$ cat config.mk
export PLATFORM = sky130hd
export DESIGN_NAME = go_back_n_window_endpoint_top
export DESIGN_NICKNAME = d
export VERILOG_FILES = /design/src/hdl/gbn_pkg.sv /design/src/hdl/gbn_ram.sv /design/src/hdl/go_back_n_window_endpoint_top.sv
export VERILOG_INCLUDE_DIRS = /design/src /design/src/hdl
export SDC_FILE = /design/constraint.sdc
export NUM_CORES = 1
export LEC_CHECK = 0
export BUFFER_PORTS_ARGS = -buffer_cell sky130_fd_sc_hd__buf_2
export CAP_MARGIN = 20
export CELL_PAD_IN_SITES_DETAIL_PLACEMENT = 1
export CELL_PAD_IN_SITES_GLOBAL_PLACEMENT = 1
export CORE_MARGIN = 8
export CORE_UTILIZATION = 30
export DETAILED_ROUTE_END_ITERATION = 16
export PLACE_DENSITY_LB_ADDON = 0.2
export SYNTH_ARGS = -nofsm -noshare
export SYNTH_HDL_FRONTEND = slang
export SYNTH_SLANG_ARGS = --single-unit
$ cat constraint.sdc
create_clock -name clk -period 7.8 [get_ports clk]
set_input_delay 0.39 -clock clk [delete_from_list [all_inputs] [get_ports clk]]
set_output_delay 0.39 -clock clk [all_outputs]
set_load 0.03 [all_outputs]
$ cat src/hdl/go_back_n_window_endpoint_top_macros.svh
// Assertion macros for the go-back-n window endpoint.
`ifndef GO_BACK_N_WINDOW_ENDPOINT_TOP_MACROS_SVH
`define GO_BACK_N_WINDOW_ENDPOINT_TOP_MACROS_SVH

`ifndef SYNTHESIS
`define GBN_ASSERT(label, prop, msg) \
  label: assert property (@(posedge clk) disable iff (rst) (prop)) else $error(msg);
`define GBN_ASSERT_NEXT(label, pre, post, msg) \
  label: assert property (@(posedge clk) disable iff (rst) (pre) |=> (post)) else $error(msg);
`else
`define GBN_ASSERT(label, prop, msg)
`define GBN_ASSERT_NEXT(label, pre, post, msg)
`endif

`endif

$ cat src/hdl/gbn_pkg.sv
// Types and constants shared by the go-back-n window endpoint.
`default_nettype none

package gbn_pkg;

  localparam int DATA_FIELD_W = 64;
  localparam int SEQ_FIELD_W  = 3;

  localparam logic [1:0] CMD_SEND      = 2'd0;
  localparam logic [1:0] CMD_FRAME     = 2'd1;
  localparam logic [1:0] CMD_CKSUM_ERR = 2'd2;
  localparam logic [1:0] CMD_TIMEOUT   = 2'd3;

  localparam logic [2:0] KIND_SENT      = 3'd0;
  localparam logic [2:0] KIND_DELIVERED = 3'd1;
  localparam logic [2:0] KIND_DISCARDED = 3'd2;
  localparam logic [2:0] KIND_NONE      = 3'd3;
  localparam logic [2:0] KIND_REFUSED   = 3'd4;

  typedef enum logic [1:0] {
    ST_IDLE,
    ST_ACK,
    ST_READ,
    ST_OUT
  } state_t;

  typedef struct packed {
    logic [1:0]              cmd;
    logic [DATA_FIELD_W-1:0] payload;
    logic [SEQ_FIELD_W-1:0]  rx_seq;
    logic [SEQ_FIELD_W-1:0]  rx_ack;
  } cmd_item_t;

  typedef struct packed {
    logic [2:0]              kind;
    logic [SEQ_FIELD_W-1:0]  tx_seq;
    logic [SEQ_FIELD_W-1:0]  tx_ack;
    logic [DATA_FIELD_W-1:0] data_out;
    logic [SEQ_FIELD_W-1:0]  outstanding;
    logic                    window_open;
    logic                    last;
  } res_item_t;

endpackage

`default_nettype wire

$ cat src/hdl/gbn_ram.sv
// Generic single-write, single-read RAM with registered read data.
`default_nettype none

module gbn_ram #(
  parameter int WIDTH = 64,
  parameter int DEPTH = 8
) (
  input  wire logic                     clk,
  input  wire logic                     wr_en,
  input  wire logic [$clog2(DEPTH)-1:0] wr_addr,
  input  wire logic [WIDTH-1:0]         wr_data,
  input  wire logic                     rd_en,
  input  wire logic [$clog2(DEPTH)-1:0] rd_addr,
  output logic      [WIDTH-1:0]         rd_data
);

  logic [WIDTH-1:0] mem [DEPTH];

  always_ff @(posedge clk) begin
    if (wr_en) begin
      mem[wr_addr] <= wr_data;
    end
    if (rd_en) begin
      rd_data <= mem[rd_addr];
    end
  end

endmodule

`default_nettype wire

$ cat src/hdl/go_back_n_window_endpoint_top.sv
// Go-back-n sliding window endpoint: window control and outbound frame store.
// Send, checksum error, empty timeout: the result is registered at the transfer and offered in the next cycle.
// Frame arrival: acknowledged frames are released one at a time in the ack state, then the result is offered.
// Timeout: each retransmitted frame is read from the store, captured in the read state and offered in the out state.
// Synchronous reset clears pointers, count and sequencer; the frame store is not cleared.
`default_nettype none
`include "go_back_n_window_endpoint_top_macros.svh"

module go_back_n_window_endpoint_top
  import gbn_pkg::*;
#(
  parameter int MAX_SEQ_NUM   = 7,
  parameter int PAYLOAD_WIDTH = 64
) (
  input  wire logic      clk,
  input  wire logic      rst,
  input  wire logic      cmd_valid,
  output logic           cmd_stall,
  input  wire cmd_item_t cmd_item,
  output logic           res_valid,
  input  wire logic      res_stall,
  output res_item_t      res_item
);

  localparam int SEQ_MOD = MAX_SEQ_NUM + 1;
  localparam int SW      = $clog2(SEQ_MOD);
  localparam int CW      = (SW > SEQ_FIELD_W) ? SW : SEQ_FIELD_W;

  function automatic logic [SW-1:0] seq_inc(input logic [SW-1:0] k);
    return (k == SW'(MAX_SEQ_NUM)) ? '0 : SW'(k + 1'b1);
  endfunction

  function automatic logic circ_between(input logic [CW-1:0] a, input logic [CW-1:0] b,
                                        input logic [CW-1:0] c);
    return ((a <= b) && (b < c)) || ((c < a) && (a <= b)) || ((b < c) && (c < a));
  endfunction

  function automatic logic [SEQ_FIELD_W-1:0] fit_field(input logic [SW-1:0] v);
    logic [CW-1:0] w;
    w = CW'(v);
    return w[SEQ_FIELD_W-1:0];
  endfunction

  state_t state, state_next;

  logic [SW-1:0] next_to_send;
  logic [SW-1:0] oldest_unacked;
  logic [SW-1:0] expected_inbound;
  logic [SW-1:0] buffered_count;
  logic [SW-1:0] remaining;

  logic [SEQ_FIELD_W-1:0]   rack;
  logic [2:0]               res_kind;
  logic [SW-1:0]            res_seq;
  logic [SW-1:0]            res_ack;
  logic [PAYLOAD_WIDTH-1:0] res_data;
  logic                     res_last;

  logic                     ram_we;
  logic                     ram_rd_en;
  logic [SW-1:0]            ram_rd_addr;
  logic [PAYLOAD_WIDTH-1:0] ram_rd_data;
  logic [PAYLOAD_WIDTH-1:0] cmd_data;

  logic          cmd_xfer;
  logic          res_xfer;
  logic          window_full;
  logic          seq_match;
  logic          release_ok;
  logic [SW-1:0] ack_out;
  logic [SW:0]   win_span;
  logic          span_ok;

  assign cmd_xfer    = cmd_valid && !cmd_stall;
  assign res_xfer    = res_valid && !res_stall;
  assign cmd_data    = cmd_item.payload[PAYLOAD_WIDTH-1:0];
  assign window_full = buffered_count >= SW'(MAX_SEQ_NUM);
  assign seq_match   = CW'(cmd_item.rx_seq) == CW'(expected_inbound);
  assign ack_out     = (expected_inbound == '0) ? SW'(MAX_SEQ_NUM)
                                                : SW'(expected_inbound - 1'b1);
  assign release_ok  = (buffered_count != '0) &&
                       circ_between(CW'(oldest_unacked), CW'(rack), CW'(next_to_send));
  assign win_span    = (next_to_send >= oldest_unacked)
                     ? (SW+1)'(next_to_send - oldest_unacked)
                     : (SW+1)'((SW+1)'(next_to_send) + (SW+1)'(SEQ_MOD)
                               - (SW+1)'(oldest_unacked));
  assign span_ok     = (state != ST_IDLE) || (win_span == (SW+1)'(buffered_count));

  gbn_ram #(
    .WIDTH (PAYLOAD_WIDTH),
    .DEPTH (SEQ_MOD)
  ) u_store (
    .clk     (clk),
    .wr_en   (ram_we),
    .wr_addr (next_to_send),
    .wr_data (cmd_data),
    .rd_en   (ram_rd_en),
    .rd_addr (ram_rd_addr),
    .rd_data (ram_rd_data)
  );

  always_comb begin
    state_next = state;
    case (state)
      ST_IDLE: begin
        if (cmd_xfer) begin
          case (cmd_item.cmd)
            CMD_FRAME:   state_next = ST_ACK;
            CMD_TIMEOUT: state_next = (buffered_count == '0) ? ST_OUT : ST_READ;
            default:     state_next = ST_OUT;
          endcase
        end
      end
      ST_ACK:  state_next = release_ok ? ST_ACK : ST_OUT;
      ST_READ: state_next = ST_OUT;
      ST_OUT: begin
        if (res_xfer) begin
          state_next = res_last ? ST_IDLE : ST_READ;
        end
      end
      default: state_next = ST_IDLE;
    endcase
  end

  always_comb begin
    cmd_stall   = 1'b1;
    res_valid   = 1'b0;
    ram_we      = 1'b0;
    ram_rd_en   = 1'b0;
    ram_rd_addr = next_to_send;
    case (state)
      ST_IDLE: begin
        cmd_stall   = 1'b0;
        ram_we      = cmd_xfer && (cmd_item.cmd == CMD_SEND) && !window_full;
        ram_rd_en   = cmd_xfer && (cmd_item.cmd == CMD_TIMEOUT) && (buffered_count != '0);
        ram_rd_addr = oldest_unacked;
      end
      ST_OUT: begin
        res_valid = 1'b1;
        ram_rd_en = res_xfer && !res_last;
      end
      default: ;
    endcase
  end

  always_ff @(posedge clk) begin
    if (rst) begin
      state            <= ST_IDLE;
      next_to_send     <= '0;
      oldest_unacked   <= '0;
      expected_inbound <= '0;
      buffered_count   <= '0;
      remaining        <= '0;
    end else begin
      state <= state_next;
      case (state)
        ST_IDLE: begin
          if (cmd_xfer) begin
            case (cmd_item.cmd)
              CMD_SEND: begin
                if (!window_full) begin
                  buffered_count <= SW'(buffered_count + 1'b1);
                  next_to_send   <= seq_inc(next_to_send);
                end
              end
              CMD_FRAME: begin
                if (seq_match) begin
                  expected_inbound <= seq_inc(expected_inbound);
                end
              end
              CMD_TIMEOUT: begin
                if (buffered_count != '0) begin
                  next_to_send <= oldest_unacked;
                  remaining    <= buffered_count;
                end
              end
              default: ;
            endcase
          end
        end
        ST_ACK: begin
          if (release_ok) begin
            buffered_count <= SW'(buffered_count - 1'b1);
            oldest_unacked <= seq_inc(oldest_unacked);
          end
        end
        ST_READ: begin
          next_to_send <= seq_inc(next_to_send);
          remaining    <= SW'(remaining - 1'b1);
        end
        default: ;
      endcase
    end
  end

  always_ff @(posedge clk) begin
    case (state)
      ST_IDLE: begin
        if (cmd_xfer) begin
          rack     <= cmd_item.rx_ack;
          res_last <= 1'b1;
          res_seq  <= '0;
          res_ack  <= '0;
          res_data <= '0;
          case (cmd_item.cmd)
            CMD_SEND: begin
              if (window_full) begin
                res_kind <= KIND_REFUSED;
              end else begin
                res_kind <= KIND_SENT;
                res_seq  <= next_to_send;
                res_ack  <= ack_out;
                res_data <= cmd_data;
              end
            end
            CMD_FRAME: begin
              res_kind <= seq_match ? KIND_DELIVERED : KIND_DISCARDED;
              res_data <= seq_match ? cmd_data : '0;
            end
            default: res_kind <= KIND_NONE;
          endcase
        end
      end
      ST_READ: begin
        res_kind <= KIND_SENT;
        res_seq  <= next_to_send;
        res_ack  <= ack_out;
        res_data <= ram_rd_data;
        res_last <= (remaining == SW'(1));
      end
      default: ;
    endcase
  end

  always_comb begin
    res_item.kind        = res_kind;
    res_item.tx_seq      = fit_field(res_seq);
    res_item.tx_ack      = fit_field(res_ack);
    res_item.data_out    = DATA_FIELD_W'(res_data);
    res_item.outstanding = fit_field(buffered_count);
    res_item.window_open = !window_full;
    res_item.last        = res_last;
  end

  `GBN_ASSERT(a_count_bound, buffered_count <= SW'(MAX_SEQ_NUM), "buffered count beyond window")
  `GBN_ASSERT(a_span_idle, span_ok, "window span mismatch")
  `GBN_ASSERT_NEXT(a_read_follows, ram_rd_en, state == ST_READ, "store read without capture")
  `GBN_ASSERT_NEXT(a_last_idle, res_xfer && res_last, state == ST_IDLE, "item did not end")

endmodule

`default_nettype wire

# ---- Yosys cells after proc, flatten, opt, wreduce, memory -nomap -nowiden
# Memory sizes are Yosys's and may differ from the RTL's. A register that Yosys moved wholly into a read port is not among the register bits.
# Index checks and enable logic that the tools add are counted.
dict set report op_classes {
  add_sub_neg 7
  magnitude_cmp 4
  eq_ne 20
  n_mux 52
  n_reduce_logical 31
}
# operator count
set op_table {}
lappend op_table {{$pmux W64 S2} 2}
lappend op_table {{$mux W64} 3}
lappend op_table {{$mux W3} 23}
lappend op_table {{$pmux W3 S2} 8}
lappend op_table {{$add A3 B1 Y3 const B} 4}
lappend op_table {{$logic_and A1 B1 Y1} 11}
lappend op_table {{$mux W2} 5}
lappend op_table {{$reduce_and A5 Y1} 2}
lappend op_table {{$eq A3 B3 Y1 const B} 3}
lappend op_table {{$sub A3 B1 Y3 const B} 3}
lappend op_table {{$ne A2 B2 Y1 const B} 4}
lappend op_table {{$pmux W2 S4} 1}
lappend op_table {{$reduce_and A2 Y1} 4}
lappend op_table {{$reduce_and A4 Y1} 2}
lappend op_table {{$mux W1} 7}
lappend op_table {{$eq A2 B2 Y1 const B} 3}
lappend op_table {{$logic_not A3 Y1} 2}
lappend op_table {{$lt A3 B3 Y1} 2}
lappend op_table {{$ne A2 B1 Y1 const B} 3}
lappend op_table {{$eq A2 B1 Y1 const B} 2}
lappend op_table {{$logic_not A2 Y1} 2}
lappend op_table {{$pmux W1 S2} 2}
lappend op_table {{$pmux W2 S2} 1}
lappend op_table {{$reduce_bool A2 Y1} 2}
lappend op_table {{10 further kinds} 13}
dict set report totals {
  reg_bits 94
  mem_bits_rw 512
  in_bits 76
  output_inout_bits 80
  n_memories 1
}
# memory words width read_ports rd_ports_with_merged_regs write_ports line_no
set memory_table {}
lappend memory_table {u_store.mem 8 64 1 1 1 gbn_ram.sv:17} ;# logic [WIDTH-1:0] mem [DEPTH];

# ---- Longest topological paths before layout
# Gate-level depths: netlist of the first run.
dict set report logic_depth {
  depth_word 7
  ltp_mapped 11
  depth_no_buf 8
}

# ---- Hierarchy
# A second synthesis of the first run with hierarchy kept.
dict set report hier_totals {
  hier_cells 1157
  hier_area_um2 25704.7
}
# mod n_inst cells_each area_each_um2 seq_area_each_um2
set by_module_without_submodules {}
lappend by_module_without_submodules {gbn_ram 1 816 21187.8 17296.6}
lappend by_module_without_submodules {go_back_n_window_endpoint_top 1 341 4516.8 2652.5}

# ---- Worst setup path before layout of the first run
# No wires, ideal clock.
dict set report synth_path {
  kind {in2reg}
  startpoint {input cmd_item[71] (netlist bit)}
  endpoint {memory u_store.mem[1][0] (enable)}
  setup_time_ns 0.565
  t_arrival_ns 5.548
  t_required_ns 7.235
  setup_slack_ns 1.687
  stages 5
  n_path_buf 1
  cell_sequence {buf_2 > a311o_1 > nor2_1 > nand2_1 > nor3_1}
}
dict set report synth_via {
  elab_chain_len 6
}
# element line_no
set synth_lines {}
lappend synth_lines {{start, declared} go_back_n_window_endpoint_top.sv:19} ;# input wire cmd_item_t cmd_item,
lappend synth_lines {{$logic_not A2 Y1} go_back_n_window_endpoint_top.sv:134} ;# ram_we = cmd_xfer && (cmd_item.cmd == CMD_SEND) && !window_full;
lappend synth_lines {{$logic_and A1 B1 Y1 (2 in series)} go_back_n_window_endpoint_top.sv:134}
lappend synth_lines {{$mux W1} go_back_n_window_endpoint_top.sv:131} ;# case (state)
lappend synth_lines {{$mux W1} gbn_ram.sv:20} ;# if (wr_en) begin
lappend synth_lines {{$mux W1 (implied by the code)} gbn_ram.sv:21} ;# mem[wr_addr] <= wr_data;
lappend synth_lines {{end, declared} gbn_ram.sv:17}
# Every way passes these cells.

# ---- Final worst setup path of the first run
dict set report layout_path {
  startpoint {register state[0]}
  endpoint {register u_store.rd_data[41], read port of u_store.mem (data pin)}
}
dict set report layout_via {
  elab_chain_len 5
  elab_cells_between_ends 10
  cone_classes {eq/ne (1); mux (3); reduce/logical (6)}
}
# element line_no
set layout_lines {}
lappend layout_lines {{start, declared} go_back_n_window_endpoint_top.sv:44} ;# state_t state, state_next;
lappend layout_lines {{start signal, assigned} go_back_n_window_endpoint_top.sv:155} ;# state <= state_next;
lappend layout_lines {{$eq A2 B2 Y1 / $logic_not A2 Y1 (equally long branches)} go_back_n_window_endpoint_top.sv:131}
lappend layout_lines {{$mux W1 / $logic_and A1 B1 Y1 (equally long branches)} {go_back_n_window_endpoint_top.sv:131, go_back_n_window_endpoint_top.sv:74}}
lappend layout_lines {{$logic_and A1 B1 Y1, on equally long branches} {go_back_n_window_endpoint_top.sv:75, go_back_n_window_endpoint_top.sv:135}}
lappend layout_lines {{$logic_and A1 B1 Y1, on equally long branches} {go_back_n_window_endpoint_top.sv:140, go_back_n_window_endpoint_top.sv:135}}
lappend layout_lines {{$pmux W1 S2} go_back_n_window_endpoint_top.sv:131}
lappend layout_lines {{end, declared} gbn_ram.sv:14} ;# output logic [WIDTH-1:0] rd_data
# Parallel ways exist; a longest one is shown, timed or not.
# A chain may end at the register's enable or synchronous reset.

==> impl_metrics.env, run 1 <==
export IMPL_place_congestion=0.731
export IMPL_hold_depth=1
export IMPL_cts_tree="yes"
export IMPL_synth_fa_ha_area_frac=0.0102
export IMPL_route_detailed_drc=0
export IMPL_reg2reg_from="state[0]"
export IMPL_post_route_period_util=0.575
export IMPL_postSynthAreaPerCell_um2=15.7
export IMPL_grt_max_degree=84
export IMPL_hold_viol_final=0
export IMPL_synthXorXnorAreaFrac=0.00158
export IMPL_via_count=17000
export IMPL_cp_max_fo=51
export IMPL_die_w_um=320
export IMPL_hold_slack_ns=0.0610
export IMPL_core_um2=91700
export IMPL_ys_ff_latch=670
export IMPL_overflow=0
export IMPL_synth_edff_count=653
export IMPL_drv_cap=0
export IMPL_drt_initial_drc_count=1153
export IMPL_first_pass_iters=5
export IMPL_r2r_cells=8
export IMPL_synth_net_count=1860
export IMPL_routedWlPerCell_um=26.8
export IMPL_maxSlewHeadroom=0.264
export IMPL_worst_r2r_endpoint="u_store.rd_data[41]"
export IMPL_fin_area_um2=32100
export IMPL_synthesis_area_um2=27700
export IMPL_yosys_area_top_type="edfxtp_1"
export IMPL_viasPerCell=5.42
export IMPL_numPortBuffers=155
export IMPL_netlist_area_leader_share=0.707
export IMPL_rsz0062_at_grt="no"
export IMPL_wl_um=83900
export IMPL_synth_warnings=0
export IMPL_synth_top_family_by_area="compound AO/OA/AOI/OAI gates"
export IMPL_max_slew_worst_pin_slew_ns=1.10
export IMPL_crit_path_end_kind="flip-flop"
export IMPL_worstHoldStart="cmd_item[28]"
export IMPL_setup_violations=0
export IMPL_cts_resized=0
export IMPL_io_pins=156
export IMPL_die_area_um2=102000
export IMPL_finClkSkew_ns=0.0297
export IMPL_postCtsSetupBuffers=0
export IMPL_hold_path_class="in -> reg"
export IMPL_fin_util=0.350
export IMPL_grtUsageTotal=0.161
export IMPL_antenna_found_initial=7
export IMPL_row_count=111
export IMPL_clk_pin_slew_ns=0.06
export IMPL_synth_compound_area_frac=0.144
export IMPL_grt_pass1_vias=18500
export IMPL_cts_max_path_buffers=3
export IMPL_cp_arrival_ns=4.80
export IMPL_crit_required_ns=8.12
export IMPL_cts_buffers=78
export IMPL_initial_core_util=0.302
export IMPL_synthMuxAreaShare=0.0550
export IMPL_htree_num_levels=3
export IMPL_worst_slack_ns=3.32
export IMPL_cts_sinks=670
export IMPL_hold_buffers=3
export IMPL_min_period_ns=4.48
export IMPL_synthCells=1762
export IMPL_ant_nets=0
export IMPL_place_area_um2=29700
export IMPL_startpoint="state[0]"
export IMPL_netlist_cell_type_count=53
export IMPL_fmax_mhz=223
export IMPL_clockRootBuffer="clkbuf_16"
export IMPL_ys_seq_area_frac=0.720
export IMPL_async_flop_share=0
export IMPL_die_h_um=320
export IMPL_drive_gt1_frac=0.197
export IMPL_p_per_area_nw_per_um2=358
export IMPL_irDropWorstVdd_v=0.000158
export IMPL_areaGrowthSynthToFinish_pct=15.8
export IMPL_dp_slack_ns=3.24
export IMPL_dp_hpwl_um=44000
export IMPL_grt_pass1_wl_um=125000
export IMPL_synthSimpleGateAreaFrac=0.0399
export IMPL_startpoint_type="flip-flop"
export IMPL_reg2reg_slack_ns=3.32
export IMPL_tns_ns=0
export IMPL_drv_slew=0
export IMPL_status="completed"
export IMPL_nets=1984
export IMPL_path_class="reg -> reg"
export IMPL_p_leak_nw=10.3
export IMPL_worst_skew_pair_late_latency_ns=0.64
export IMPL_min_to="u_store.mem[4][22]"
export IMPL_synthTopCellsByArea="edfxtp_1, mux4_2, o211ai_1"
export IMPL_synth_ff_type="edfxtp_1"
## critical path, stage by stage, from the launching register on
cell     delay [ns]
dfxtp_1        0.34
inv_1          0.17
ha_4           0.68
buf_4          0.63
mux2i_4        0.78
buf_4          0.89
mux4_2         0.41
nand2_1        0.09
o31ai_1        0.09
## power by group
part,switching [mW],internal [mW],total [mW]
logic,2.36,1.09,3.45
registers,0.164,4.38,4.54
clock network,1.47,2.05,3.52
## through the flow
stage,power (mW),instances
after global routing,12.1,3131
after detailed placement,8.13,2989
after CTS,11.7,3131
final,11.5,3132
after floorplan,6.98,1762
after global placement,8.06,2989
## state kept, by name, indices dropped and copies added (netlist names), 2 cells and up
register          cells
expected_inbound      3
buffered_count        3
remaining             3
u_store.rd_data      64
oldest_unacked        3
next_to_send          3
res_seq               3
res_ack               3
u_store.mem         512
rack                  3
res_data             64
res_kind              3
state                 2
## cell type report
cell class,count,area (um^2)
Timing Repair Buffer,191,1070
Clock inverter,33,275
Antenna cell,1,2.50
Fill cell,9316,59500
Tap cell,1186,1480
Sequential cell,670,20000
Clock buffer,106,2140
Inverter,27,106
Multi-Input combinational cell,918,7080
## synthesized netlist by cell type (2+ instances only)
cell type,number
edfxtp_1,653
o21ai_0,151
o211ai_1,129
nor2_1,100
clkbuf_1,89
nand2_1,78
nor3_1,67
o31ai_1,67
a22o_1,64
mux4_2,64
o311a_1,64
o21ai_1,48
buf_2,30
inv_1,26
ha_1,21
dfxtp_1,17
buf_6,14
a21oi_1,11
mux2i_1,7
buf_1,6
buf_4,6
nand3_1,6
a211oi_1,5
xnor2_1,5
nand2b_1,3
a21o_1,2
a31oi_4,2
clkbuf_2,2
## logic make-up (layout without fill, tap and decap cells)
kind of cell	Yosys count	in the layout
compound gates	558	558
simple gates	261	261
other cells	0	1
flops	670	670
xor+xnor	5	5
buf+inv	174	357
fa+ha+maj	22	22
mux	72	72
## placed cells by master, fill, tap and decap left out, drive strengths merged, types with 2 or more instances in the layout
master       instances
nor2               100
xnor2                5
edfxtp             653
o31ai               67
o311a               64
o211ai             129
mux4                64
o21ai              200
a21oi               11
ha                  21
nand2               79
a31oi                3
clkinv              28
dlygate4sd3          3
mux2i                8
nand2b               4
dfxtp               17
a21o                 2
nor3                67
nand3                6
a211oi               6
nor4                 2
clkinvlp             2
bufinv               4
clkbuf             106
buf                188
a22o                64
inv                 26
## routing by layer
metal / vias up / wire, um / GRT usage
met5: - / 18 / 0
met3: 137 / 3940 / 0.0258
met1: 9032 / 37200 / 0.212
li1: 7401 / - / -
met2: 412 / 41000 / 0.274
met4: 2 / 1770 / 0.0446
## worst max-delay path by stage
stage / cells after the start / endpoint
floorplan: 5 / u_store.mem[1][0]
global placement: 8 / u_store.rd_data[0]
detailed placement: 8 / u_store.rd_data[2]
CTS: 8 / u_store.rd_data[41]
global route: 8 / u_store.rd_data[41]
finish: 8 / u_store.rd_data[41]
(Power assumes the default switching activity.)
==> run 2: changes to the inputs <==
- clock period: 7.8 -> 4.4 ns (I/O delays scaled with it)
==> run 2 against run 1 <==
Against the previous run:
- clock skew increased by 0.0018 ns
- combinational power increased by 81%
- final cell count is 2.5% higher
- first-iteration DRC count fell by 25%
- sequential power rose by 78%
- critical path depth up 1
- sequential share of layout area is 2.0 points lower
- setup slack got worse by 2.2 ns
- die area unchanged
- non-clock buffer count grew 76
- worst hold slack gained 0.0094 ns
- clock power is 87% higher
- critical endpoint is now u_store.rd_data[59]
- largest power group unchanged
==> impl_metrics.env, run 2 (same netlist as run 1, synthesis figures left out) <==
export IMPL_route_detailed_drc=0
export IMPL_first_pass_iters=7
export IMPL_grt_max_degree=107
export IMPL_io_pins=156
export IMPL_cts_resized=0
export IMPL_postCtsSetupBuffers=0
export IMPL_areaGrowthSynthToFinish_pct=19.7
export IMPL_cp_arrival_ns=3.65
export IMPL_drv_cap=0
export IMPL_grt_pass1_vias=18900
export IMPL_via_count=17100
export IMPL_crit_top_cell="o21ai_0"
export IMPL_place_congestion=0.695
export IMPL_status="completed"
export IMPL_die_w_um=320
export IMPL_min_period_ns=3.24
export IMPL_cts_buffers=77
export IMPL_cpLargestDelayFamily="buffers and inverters"
export IMPL_cts_max_path_buffers=3
export IMPL_cp_slowest_cell="buf_4"
export IMPL_top_register="u_store.mem"
export IMPL_crit_buf_inv=3
export IMPL_rsz0062_at_grt="no"
export IMPL_setup_violations=0
export IMPL_path_cells="inv_1 > ha_4 > inv_6 > buf_4 > o211ai_1 > o21ai_0 > o21ai_0 > o311a_1 > o31ai_1"
export IMPL_mostFrequentLayoutCell="edfxtp_1"
export IMPL_path_class="reg -> reg"
export IMPL_mostFrequentLayoutCells="edfxtp_1, buf_2, o21ai_0"
export IMPL_htree_num_levels=3
export IMPL_core_um2=91700
export IMPL_row_count=111
export IMPL_antenna_found_initial=5
export IMPL_viasPerCell=5.32
export IMPL_drive_gt1_frac=0.202
export IMPL_crit_path_end_kind="flip-flop"
export IMPL_drt_initial_drc_count=869
export IMPL_worst_skew_pair_late_latency_ns=0.64
export IMPL_maxSlewHeadroom=0.349
export IMPL_ant_nets=0
export IMPL_routedWlPerCell_um=25.7
export IMPL_grtUsageTotal=0.159
export IMPL_startpoint_type="flip-flop"
export IMPL_crit_required_ns=4.81
export IMPL_clockRootBuffer="clkbuf_16"
export IMPL_hold_viol_final=0
export IMPL_dp_hpwl_um=44700
export IMPL_post_route_period_util=0.736
export IMPL_overflow=0
export IMPL_irDropWorstVdd_v=0.000376
export IMPL_cts_sinks=670
export IMPL_cts_tree="yes"
export IMPL_fmax_mhz=309
export IMPL_hold_path_class="in -> reg"
export IMPL_drv_slew=0
export IMPL_initial_core_util=0.302
export IMPL_reg_largest_list="u_store.mem: 512 flops, res_data: 64 flops, u_store.rd_data: 64 flops"
export IMPL_wl_um=82500
export IMPL_cpPeakStageDelay_ns=0.66
export IMPL_p_per_area_nw_per_um2=630
export IMPL_clk_pin_slew_ns=0.06
export IMPL_max_slew_worst_pin_slew_ns=0.977
export IMPL_p_leak_nw=10.8
export IMPL_nets=2059
export IMPL_die_h_um=320
export IMPL_die_area_um2=102000
export IMPL_tns_ns=0
export IMPL_cp_max_fo=79
export IMPL_numPortBuffers=155
export IMPL_grt_pass1_wl_um=124000
export IMPL_largest_reg_flops=512
export IMPL_finClkSkew_ns=0.0314
export IMPL_hold_slack_ns=0.0704
-- run 2: cell count changes in the layout (fill, tap and decap cells not counted), moves of 4 or more --
cell / previous run / this run
bufinv_16: 4 / 12
clkinv_1: 17 / 13
buf_12: 1 / 12
inv_6: 0 / 4
clkbuf_1: 24 / 12
clkinv_8: 1 / 5
clkinv_2: 10 / 16
dlygate4sd3_1: 3 / 70
clkbuf_16: 82 / 77
-- run 2: path summary, 6_finish.rpt --
path | startpoint | to | slack [ns] | cells after the start
worst min register to register | remaining[0] | remaining[0] | 0.52 | 1
worst max-delay path | state[1] | u_store.rd_data[59] | 1.16 | 9
worst min-delay path | cmd_valid | state[1] | 0.07 | 3
worst max register to register | state[1] | u_store.rd_data[59] | 1.16 | 9
-- run 2: routing by layer --
layer	up-vias	part of all wire	wire length, um	track usage
met1	9064	0.44	36700	0.207
li1	7556	-	-	-
met5	-	0.00027	22	0
met2	345	0.49	40700	0.275
met4	4	0.020	1650	0.0409
met3	113	0.041	3390	0.0272
-- run 2: per-stage QoR --
| stage | power (mW) | instance area, um^2 | util | std cells | setup slack (ns) |
|---|---|---|---|---|---|
| final | 20.9 | 33200 | 0.362 | 3210 | 1.16 |
| after global routing | 21.9 | 33200 | 0.362 | 3207 | 0.970 |
| after CTS | 21.2 | 33200 | 0.362 | 3207 | 1.16 |
| after detailed placement | 14.5 | 29900 | 0.326 | 2998 | 1.19 |
| after global placement | 14.4 | 29900 | 0.326 | 2998 | 1.22 |
| after floorplan | 12.4 | 27700 | - | 1762 | 0.0455 |
-- run 2: final cells by class --
type                       count  area, um^2
clock inverter                50         622
clock buffer                  89        1970
timing repair buffer         267        1940
fill                        9278       58500
sequential                   670       20000
tap                         1186        1480
inverter                      27         111
antenna                        3        7.51
multi-input combinational    918        7090
-- run 2: worst register-to-register path: stages, from the launching register on --
cell	delay (ns)
dfxtp_1	0.42
inv_1	0.12
ha_4	0.27
inv_6	0.56
buf_4	0.66
o211ai_1	0.21
o21ai_0	0.16
o21ai_0	0.14
o311a_1	0.14
o31ai_1	0.35
-- run 2: power by group --
| group | switching (mW) | leakage, nW | total (mW) | internal (mW) |
|---|---|---|---|---|
| sequential | 0.307 | 6.08 | 8.06 | 7.75 |
| combinational | 4.20 | 3.46 | 6.24 | 2.05 |
| clock | 2.66 | 1.27 | 6.60 | 3.95 |
-- run 2: repair_timing --
action                                  in CTS  in global routing
hold buffers                                70                  0
hold endpoints to repair                   539                  0
endpoints found under the setup margin       0                  0
